<file path="config.mk">
export PLATFORM = sky130hd
export DESIGN_NAME = tq_fifo
export DESIGN_NICKNAME = d
export VERILOG_FILES = /design/src/rtl/tq_fifo.sv
export SDC_FILE = /design/constraint.sdc
export NUM_CORES = 1
export LEC_CHECK = 0
export ABC_CLOCK_PERIOD_IN_PS = 2090
export CORE_MARGIN = 2
export CORE_UTILIZATION = 50
export CTS_CLUSTER_DIAMETER = 30
export DETAILED_ROUTE_END_ITERATION = 7
export DONT_BUFFER_PORTS = 1
export PLACE_DENSITY = 0.69
export SYNTH_ARGS = -nofsm -noshare
export SYNTH_HDL_FRONTEND = slang
export SYNTH_SLANG_ARGS = --single-unit
</file>
<file path="constraint.sdc">
create_clock -name clk -period 2.09 [get_ports clk]
set_clock_uncertainty 0.05 [all_clocks]
set_input_delay 0.1045 -clock clk [delete_from_list [all_inputs] [get_ports clk]]
set_output_delay 0.1045 -clock clk [all_outputs]
set_load 0.02 [all_outputs]
</file>
<file path="src/rtl/tq_fifo.sv">
// tq_fifo: two-entry register FIFO with show-ahead read.
// No dependencies.
`default_nettype none

module tq_fifo #(
  parameter int WIDTH = 8
) (
  input  wire logic             clk,
  input  wire logic             rst,
  input  wire logic             wr_en,
  input  wire logic [WIDTH-1:0] wr_data,
  output logic                  full,
  input  wire logic             rd_en,
  output logic      [WIDTH-1:0] rd_data,
  output logic                  empty
);

  logic [WIDTH-1:0] mem [2];
  logic             wp;
  logic             rp;
  logic [1:0]       count;
  logic             do_wr;
  logic             do_rd;

  assign full    = count == 2'd2;
  assign empty   = count == 2'd0;
  assign do_wr   = wr_en && !full;
  assign do_rd   = rd_en && !empty;
  assign rd_data = mem[rp];

  always_ff @(posedge clk) begin
    if (rst) begin
      wp    <= 1'b0;
      rp    <= 1'b0;
      count <= 2'd0;
    end else begin
      if (do_wr) begin
        wp <= ~wp;
      end
      if (do_rd) begin
        rp <= ~rp;
      end
      if (do_wr && !do_rd) begin
        count <= count + 2'd1;
      end else if (do_rd && !do_wr) begin
        count <= count - 2'd1;
      end
    end
  end

  always_ff @(posedge clk) begin
    if (do_wr) begin
      mem[wp] <= wr_data;
    end
  end

endmodule

`default_nettype wire

</file>
==> reports/qor.yml <==
route:
  ant_nets: 0
  wl_per_cell_um: 14.5
  drt-total-wl_um: 1130
  vias_per_cell: 5.35
  drc: 0
  first_iter_violations: 3
  vias: 417
  dr.pass1.iters: 3
die:
  io_pins: 22
  rows: 14
  die_area_um2: 1920
  initial_core_util_pct: 53.3
  die_h_um: 43.8
  core_area_um2: 1490
  fp.dieW_um: 43.8
pwr:
  pwr-share-seq_pct: 53.6
  p_leak_nw: 0.332
  powerDensity_nw_per_um2: 1190
  power.share.clock_pct: 16.4
  intPower_mw: 0.732
  p_switching_mw: 0.368
  switching_share_pct: 33.4
  p_comb_share_pct: 30.0
  ir_drop_mv: 0.759
cts:
  cts_buffers: 3
  htreeDepth: 1
  cts_tree: "yes"
  clk_pin_slew_worst_paths_ns: 0.10
  cts_root_buffer: "clkbuf_4"
  ctsLongestPathBuffers: 2
  cts_setup_buffers: 0
  clock_sinks: 21
  clkLatencyLatePin_ns: 0.29
synthesis:
  synth_area_leaders: "edfxtp_1, dfxtp_1, mux2_2"
  netlist.area_leader.share_pct: 60.6
  async_flop_share_pct: 0
  avgSynthCellArea_um2: 15.9
  synth_ff_type: "edfxtp_1"
  synth_seq_cells: 21
  yosysMostFrequentCell: "edfxtp_1"
  synth_cell_types: 13
  ys_top_cells_by_count: "edfxtp_1, mux2_2, dfxtp_1, nor2_1"
  syn-num-nets: 63
  synth_area_um2: 793
  synth_top_area_cell: "edfxtp_1"
  synth-edff-count: 16
  yosys_warnings: 0
  yosysSeqAreaShare_pct: 73.2
  synth_cells: 50
final_layout:
  antenna_cells: 0
  final_area_um2: 925
  nNetsFinal: 76
  n_fill_cell: 101
  drive_gt1_share_pct: 19.4
  final_util_pct: 62.1
  area_growth_pct: 16.6
sta:
  fin_ws_ns: 0.259
  fin_crit_sh_pct: 87.6
  relSlewSlack_pct: 74.1
  report.final.slew_viol_count: 0
  maxClockFrequency_mhz: 546
  whs_ns: 0.0444
  hold_viol: 0
  tightest_slew_ns: 0.387
  period_minus_slack_ns: 1.83
  setup_violations: 0
  finalSetupTns_ns: 0
  rsz0062_at_grt: "no"
placed_design:
  gp_congestion: 0.596
  io_buffers: 0
  place_ws_ns: 0.275
  post-dp-hpwl_um: 843
  placed_area_um2: 808
critical_path:
  worst_setup_path_end_kind: "flip-flop"
  path_class: "reg -> reg"
  required_ns: 2.26
  critPathLaunchType: "flip-flop"
  critPathArrivalTime_ns: 2.00
  worstPathMaxFanout: 5
run_status:
  status: "finished clean"
run:
  drv_cap: 0
grt:
  grt_max_degree: 12
  grt_use_total_pct: 14.0
  antenna_found_initial: 0
  grt_pass1_wl_um: 1890
  grt_overflow: 0
  grt_pass1_vias: 464
hold_path:
  hp-class: "in -> reg"
-- through the flow --
stage          cells  power (mW)
6_report          78        1.10
5_1_grt           78        1.17
4_1_cts           78        1.11
3_5_place_dp      65       0.919
3_3_place_gp      65       0.893
2_1_floorplan     50       0.870
-- kinds of logic after synthesis --
logic type      share of synthesized area, %
buf+inv                                 1.58
xor+xnor                                3.31
flops                                   73.2
mux                                     11.4
compound gates                          3.15
fa+ha+maj                               1.58
simple gates                            5.84
-- cell usage in the layout (no fill, tap or decap), drive strengths merged --
master	count
or3	2
ha	1
nor2b	1
nor2	5
mux2	8
dlygate4sd3	9
inv	2
o21ai	3
clkbuf	4
dfxtp	5
xor2	3
and2	1
a21oi	2
edfxtp	16
-- power by group through the flow --
stage          combinational [mW]  clock, mW  sequential, mW
6_report                    0.330      0.180           0.590
5_1_grt                     0.363      0.205           0.602
4_1_cts                     0.335      0.185           0.593
3_5_place_dp                0.318          0           0.602
3_3_place_gp                0.303          0           0.590
2_1_floorplan               0.302          0           0.568
-- path summary, 6_finish.rpt --
check / from / end / slack [ns] / cells after the start
setup / recovery: count[1] / count[1] / 0.26 / 5
hold / removal: wr_en / wp / 0.04 / 3
setup reg to reg: count[1] / count[1] / 0.26 / 5
hold reg to reg: wp / wp / 0.47 / 2
-- timing repair --
item / in CTS / in global routing
setup endpoints to repair: 0 / 0
resized for setup: 0 / 0
hold buffers: 9 / 0
hold endpoints to repair: 21 / 0
-- per-layer routing --
metal,up-vias,GRT usage (%),wire [µm]
li1,204,-,-
met1,199,15.4,468
met2,14,25.0,593
met3,0,2.92,66
met4,0,7.27,0
met5,-,0,0
-- state kept, by name, indices dropped and copies added, names as in the netlist, named ones only --
signal and cells:
count 2, rp 1, mem 16, wp 1
-- cell type report --
cell class                      instances  area (µm²)  area share, %
Clock buffer                            4        26.3           2.84
Inverter                                2        7.51          0.812
Multi-Input combinational cell         26         200           21.7
Sequential cell                        21         581           62.8
Tap cell                               16        20.0           2.17
Timing Repair Buffer                    9        90.1           9.74
-- critical path, cell delays in order (launching register included) --
cell	delay, ns
dfxtp_1	0.40
nor2b_2	0.35
nor2_1	0.10
ha_1	0.35
or3_1	0.38
a21oi_1	0.15
Note: power is estimated with default switching activity, not from simulation.
