$ cat src/rtl/tq_pkg.sv
// tq_pkg: shared types and constants of the team queue.
// Used by tq_front, tq_back, team_queue, tq_checker and the sim files; no dependencies.
`default_nettype none

package tq_pkg;

  localparam int TQ_TEAMS       = 16;
  localparam int TQ_TEAM_BITS   = 4;
  localparam int TQ_ORDER_BITS  = 5;
  localparam int TQ_VALUE_BITS  = 16;
  localparam int TQ_CAPACITY    = 1024;

  typedef enum logic {
    OP_ENQ,
    OP_DEQ
  } tq_op_t;

  typedef enum logic [1:0] {
    STATUS_DONE,
    STATUS_EMPTY,
    STATUS_FULL
  } tq_status_t;

  typedef enum logic {
    BK_ISSUE,
    BK_FINISH
  } tq_state_t;

  typedef struct packed {
    logic                     mode;
    logic [TQ_TEAM_BITS-1:0]  team;
    logic [TQ_VALUE_BITS-1:0] value;
  } tq_in_t;

  typedef struct packed {
    tq_op_t                   op;
    logic [TQ_TEAM_BITS-1:0]  team;
    logic [TQ_VALUE_BITS-1:0] value;
  } tq_cmd_t;

  typedef struct packed {
    tq_status_t               status;
    logic [TQ_TEAM_BITS-1:0]  out_team;
    logic [TQ_VALUE_BITS-1:0] out_value;
    logic                     now_empty;
  } tq_out_t;

  typedef struct packed {
    logic valid;
  } tq_cmd_hs_t;

endpackage

`default_nettype wire

$ cat src/rtl/tq_fifo.sv
// tq_fifo: two-entry register FIFO with show-ahead read.
// No dependencies.
`default_nettype none

module tq_fifo #(
  parameter int WIDTH = 8
) (
  input  wire logic             clk,
  input  wire logic             rst,
  input  wire logic             wr_en,
  input  wire logic [WIDTH-1:0] wr_data,
  output logic                  full,
  input  wire logic             rd_en,
  output logic      [WIDTH-1:0] rd_data,
  output logic                  empty
);

  logic [WIDTH-1:0] mem [2];
  logic             wp;
  logic             rp;
  logic [1:0]       count;
  logic             do_wr;
  logic             do_rd;

  assign full    = count == 2'd2;
  assign empty   = count == 2'd0;
  assign do_wr   = wr_en && !full;
  assign do_rd   = rd_en && !empty;
  assign rd_data = mem[rp];

  always_ff @(posedge clk) begin
    if (rst) begin
      wp    <= 1'b0;
      rp    <= 1'b0;
      count <= 2'd0;
    end else begin
      if (do_wr) begin
        wp <= ~wp;
      end
      if (do_rd) begin
        rp <= ~rp;
      end
      if (do_wr && !do_rd) begin
        count <= count + 2'd1;
      end else if (do_rd && !do_wr) begin
        count <= count - 2'd1;
      end
    end
  end

  always_ff @(posedge clk) begin
    if (do_wr) begin
      mem[wp] <= wr_data;
    end
  end

endmodule

`default_nettype wire

$ cat src/rtl/tq_front.sv
// tq_front: accepts input transactions, decodes them into commands, queues them.
// Depends on tq_pkg and tq_fifo.
`default_nettype none

module tq_front (
  input  wire logic              clk,
  input  wire logic              rst,
  input  wire logic              push,
  output logic                   full,
  input  wire tq_pkg::tq_in_t    item,
  output tq_pkg::tq_cmd_hs_t     hs_valid,
  input  wire logic              cmd_pop,
  output tq_pkg::tq_cmd_t        cmd
);
  import tq_pkg::*;

  tq_cmd_t                decoded;
  logic [$bits(tq_cmd_t)-1:0] fifo_out;
  logic                   fifo_empty;

  always_comb begin
    decoded.op    = item.mode ? OP_DEQ : OP_ENQ;
    decoded.team  = item.mode ? '0 : item.team;
    decoded.value = item.mode ? '0 : item.value;
  end

  tq_fifo #(
    .WIDTH($bits(tq_cmd_t))
  ) u_cmd_fifo (
    .clk     (clk),
    .rst     (rst),
    .wr_en   (push),
    .wr_data (decoded),
    .full    (full),
    .rd_en   (cmd_pop),
    .rd_data (fifo_out),
    .empty   (fifo_empty)
  );

  assign cmd            = tq_cmd_t'(fifo_out);
  assign hs_valid.valid = !fifo_empty;

endmodule

`default_nettype wire

$ cat config.mk
export PLATFORM = sky130hd
export DESIGN_NAME = tq_front
export DESIGN_NICKNAME = d
export VERILOG_FILES = /design/src/rtl/tq_pkg.sv /design/src/rtl/tq_fifo.sv /design/src/rtl/tq_front.sv
export SDC_FILE = /design/constraint.sdc
export NUM_CORES = 1
export LEC_CHECK = 0
export CORE_ASPECT_RATIO = 0.5
export CORE_UTILIZATION = 50
export DETAILED_ROUTE_END_ITERATION = 8
export DONT_BUFFER_PORTS = 1
export GPL_ROUTABILITY_DRIVEN = 1
export PLACE_DENSITY = 0.78
export SYNTH_ARGS = -nofsm -noshare
export SYNTH_HDL_FRONTEND = slang
export SYNTH_SLANG_ARGS = --single-unit
$ cat constraint.sdc
create_clock -name clk -period 1.5 [get_ports clk]
set_clock_uncertainty 0.05 [all_clocks]
set_input_delay 0.15 -clock clk [delete_from_list [all_inputs] [get_ports clk]]
set_output_delay 0.15 -clock clk [all_outputs]
set_load 0.02 [all_outputs]
==> results.json <==
{
  "status": "complete, no violations",
  "post_cts_buffers": 0,
  "cpLargestDelayFamily": "simple AND/OR/NAND/NOR gates",
  "syn_to_final_growth_pct": 15.6,
  "crit_path_end_kind": "flop",
  "yosysTopAreaCell": "edfxtp_1",
  "clock.fmax_mhz": 676,
  "grt_max_degree": 18,
  "synth.distinct_cells": 16,
  "postSynthCellCount": 112,
  "cts_max_path_buffers": 2,
  "cpPeakStageDelay_ns": 0.37,
  "track_usage": 0.158,
  "cp.arrival_ns": 1.64,
  "syn_avg_cell_area_um2": 16.6,
  "routedWlPerCell_um": 16.6,
  "rr_startpoint": "u_cmd_fifo.count[1]",
  "tightestPinTransition_ns": 0.342,
  "hold_depth": 1,
  "crit_slowest_cell": "dfxtp_4",
  "vdd_drop_max_mv": 0.780,
  "cts_buffers": 5,
  "cts.htree.levels": 2,
  "synthArstFlopShare": 0,
  "dp_cells": 167,
  "ys_seq_elements": 47,
  "reg2reg_depth": 6,
  "antenna_left": 0,
  "relSlewSlack": 0.771,
  "final_nets": 152,
  "clkLatencyLatePin_ns": 0.28,
  "rows": 15,
  "finalSetupViolCount": 0,
  "min_path_type": "in -> reg",
  "slew_viol_final": 0,
  "drc": 0,
  "syn_nets": 138,
  "synthTopCellsByArea": "edfxtp_1 (68%), mux2_2 (13%), nor2b_1 (6.7%)",
  "worstPathCellList": "nor2b_4, nor2_4, ha_4, xor2_1, or3_1, a21oi_1",
  "grt_pass1_vias": 924,
  "synth-main-ff-cell": "edfxtp_1",
  "finalCriticalPeriod_ns": 1.48,
  "cp.required_ns": 1.67,
  "cts_tree": "built",
  "clockRootBuffer": "clkbuf_8",
  "grt_first_pass_wirelength_um": 4280,
  "yosys_warnings": 0,
  "min_period_over_period": 0.986,
  "num_io_pins": 48,
  "worstPathMaxFanout": 5,
  "drt_pass1_iterations": 5,
  "fp.dieArea_um2": 3980,
  "dpl-instance-area_um2": 2020,
  "fillers": 265,
  "via_per_inst": 5.21,
  "max_cap_violations": 0,
  "die_w_um": 88.3,
  "yosysSeqAreaShare": 0.732,
  "die_h_um": 45.1,
  "cp-start-kind": "flop",
  "layout_commonest_cell": "edfxtp_1",
  "drtIter0Drc": 31,
  "rr_endpoint": "u_cmd_fifo.count[1]",
  "clk_pin_slew_worst_paths_ns": 0.08,
  "instances_no_fill": 177,
  "overflow": 0,
  "rrSetupSlack_ns": 0.02,
  "crit_type": "reg -> reg",
  "yosys.area.top_type_share": 0.678,
  "wl_um": 2940,
  "hold_path_end": "u_cmd_fifo.mem[1][16]",
  "dr_total_vias": 922,
  "final_cell_mix": "edfxtp_1 (42), mux2_2 (21), nor2b_1 (20)",
  "synth-edff-count": 42,
  "drive_above_1_share": 0.349,
  "stdcell_area_um2": 2150,
  "portBuffers": 0,
  "report.final.hold_viol_count": 0,
  "grt_setup_unrepaired": "yes",
  "place.gp.congestion": 0.779,
  "core_um2": 3490,
  "p_per_area_nw_per_um2": 1670,
  "min_from": "item[20]",
  "cts_num_sinks": 47,
  "synth_area_um2": 1860,
  "initial_core_util": 0.533,
  "path_buf_inv": 0,
  "antenna_found_initial": 0,
  "leakagePower_nw": 0.735,
  "diodes": 0
}
-- per-layer routing --
layer	vias to the layer above	track usage	share of wire
met5	-	0	0
met2	30	0.282	0.49
met3	7	0.0713	0.086
li1	432	-	-
met4	0	0.0677	0.018
met1	453	0.165	0.41
-- repair_timing --
item	in CTS	in global routing
resized for setup	3	3
hold buffers	2	1
setup endpoints to repair	1	1
pin swaps	1	0
endpoints found under the hold margin	15	12
-- stage by stage --
stage	setup TNS, ns	util	hold WS (ns)	setup slack (ns)	total power, mW
after detailed placement	-0.0400	0.578	0.167	-0.0400	2.89
after global routing	-0.0794	0.616	0.000314	-0.0713	3.75
after global placement	0	0.578	0.163	0.0761	2.86
final	0	0.616	0.00967	0.0205	3.59
after floorplan	-0.00867	-	0.162	-0.00867	2.61
after CTS	0	0.610	0.000209	0.00396	3.59
-- power breakdown --
part / switching [mW] / total (mW) / internal [mW]
registers: 0.0826 / 1.75 / 1.67
logic: 0.692 / 1.17 / 0.479
clock network: 0.359 / 0.669 / 0.310
-- cells in the mapped netlist (all sizes together) (2+ instances only) --
library cell,count
edfxtp,42
mux2,21
nor2b,21
dfxtp,5
nor2,4
o21ai,3
xor2,3
a21oi,2
buf,2
clkbuf,2
inv,2
or3,2
-- area by class of cell --
class                   count  area, um2  share of cell area
flip-flops and latches     47       1370               0.635
clock buffers               5       68.8              0.0320
inverters                   2       11.3             0.00524
multi-input cells          59        504               0.234
repair buffers             11        128              0.0593
clock inverters             2       8.76             0.00407
well taps                  51       63.8              0.0297
-- kinds of logic after synthesis --
logic type	synth area share
compound gates	0.0134
xor+xnor	0.0141
fa+ha+maj	0.00672
buf+inv	0.0135
flops	0.732
mux	0.127
simple gates	0.0935
-- sequential cells by signal, indices dropped and copies added (netlist names), named ones only --
| name | count |
|---|---|
| u_cmd_fifo.count | 2 |
| u_cmd_fifo.mem | 42 |
| u_cmd_fifo.wp | 1 |
| u_cmd_fifo.rp | 1 |
-- worst max path at each step --
stage	startpoint	end	slack [ns]	cells past startpoint
2_1_floorplan	u_cmd_fifo.count[1]	u_cmd_fifo.count[1]	-0.009	5
3_3_place_gp	u_cmd_fifo.count[1]	u_cmd_fifo.count[1]	0.08	5
3_5_place_dp	u_cmd_fifo.count[1]	u_cmd_fifo.count[1]	-0.04	5
4_1_cts	u_cmd_fifo.count[0]	u_cmd_fifo.count[1]	0.004	4
5_1_grt	u_cmd_fifo.count[1]	u_cmd_fifo.count[1]	-0.07	6
6_report	u_cmd_fifo.count[1]	u_cmd_fifo.count[1]	0.02	6
-- worst register-to-register path, delay by kind of cell, from the launching register on --
kind,cells,cell delay [ns]
DFF,1,0.37
xor gates and xnor gates,1,0.14
adders and majority gates,1,0.16
AOI/OAI and AO/OA,1,0.13
and+or+nand+nor,3,0.56
No activity file was read; power rests on OpenSTA's default activity.
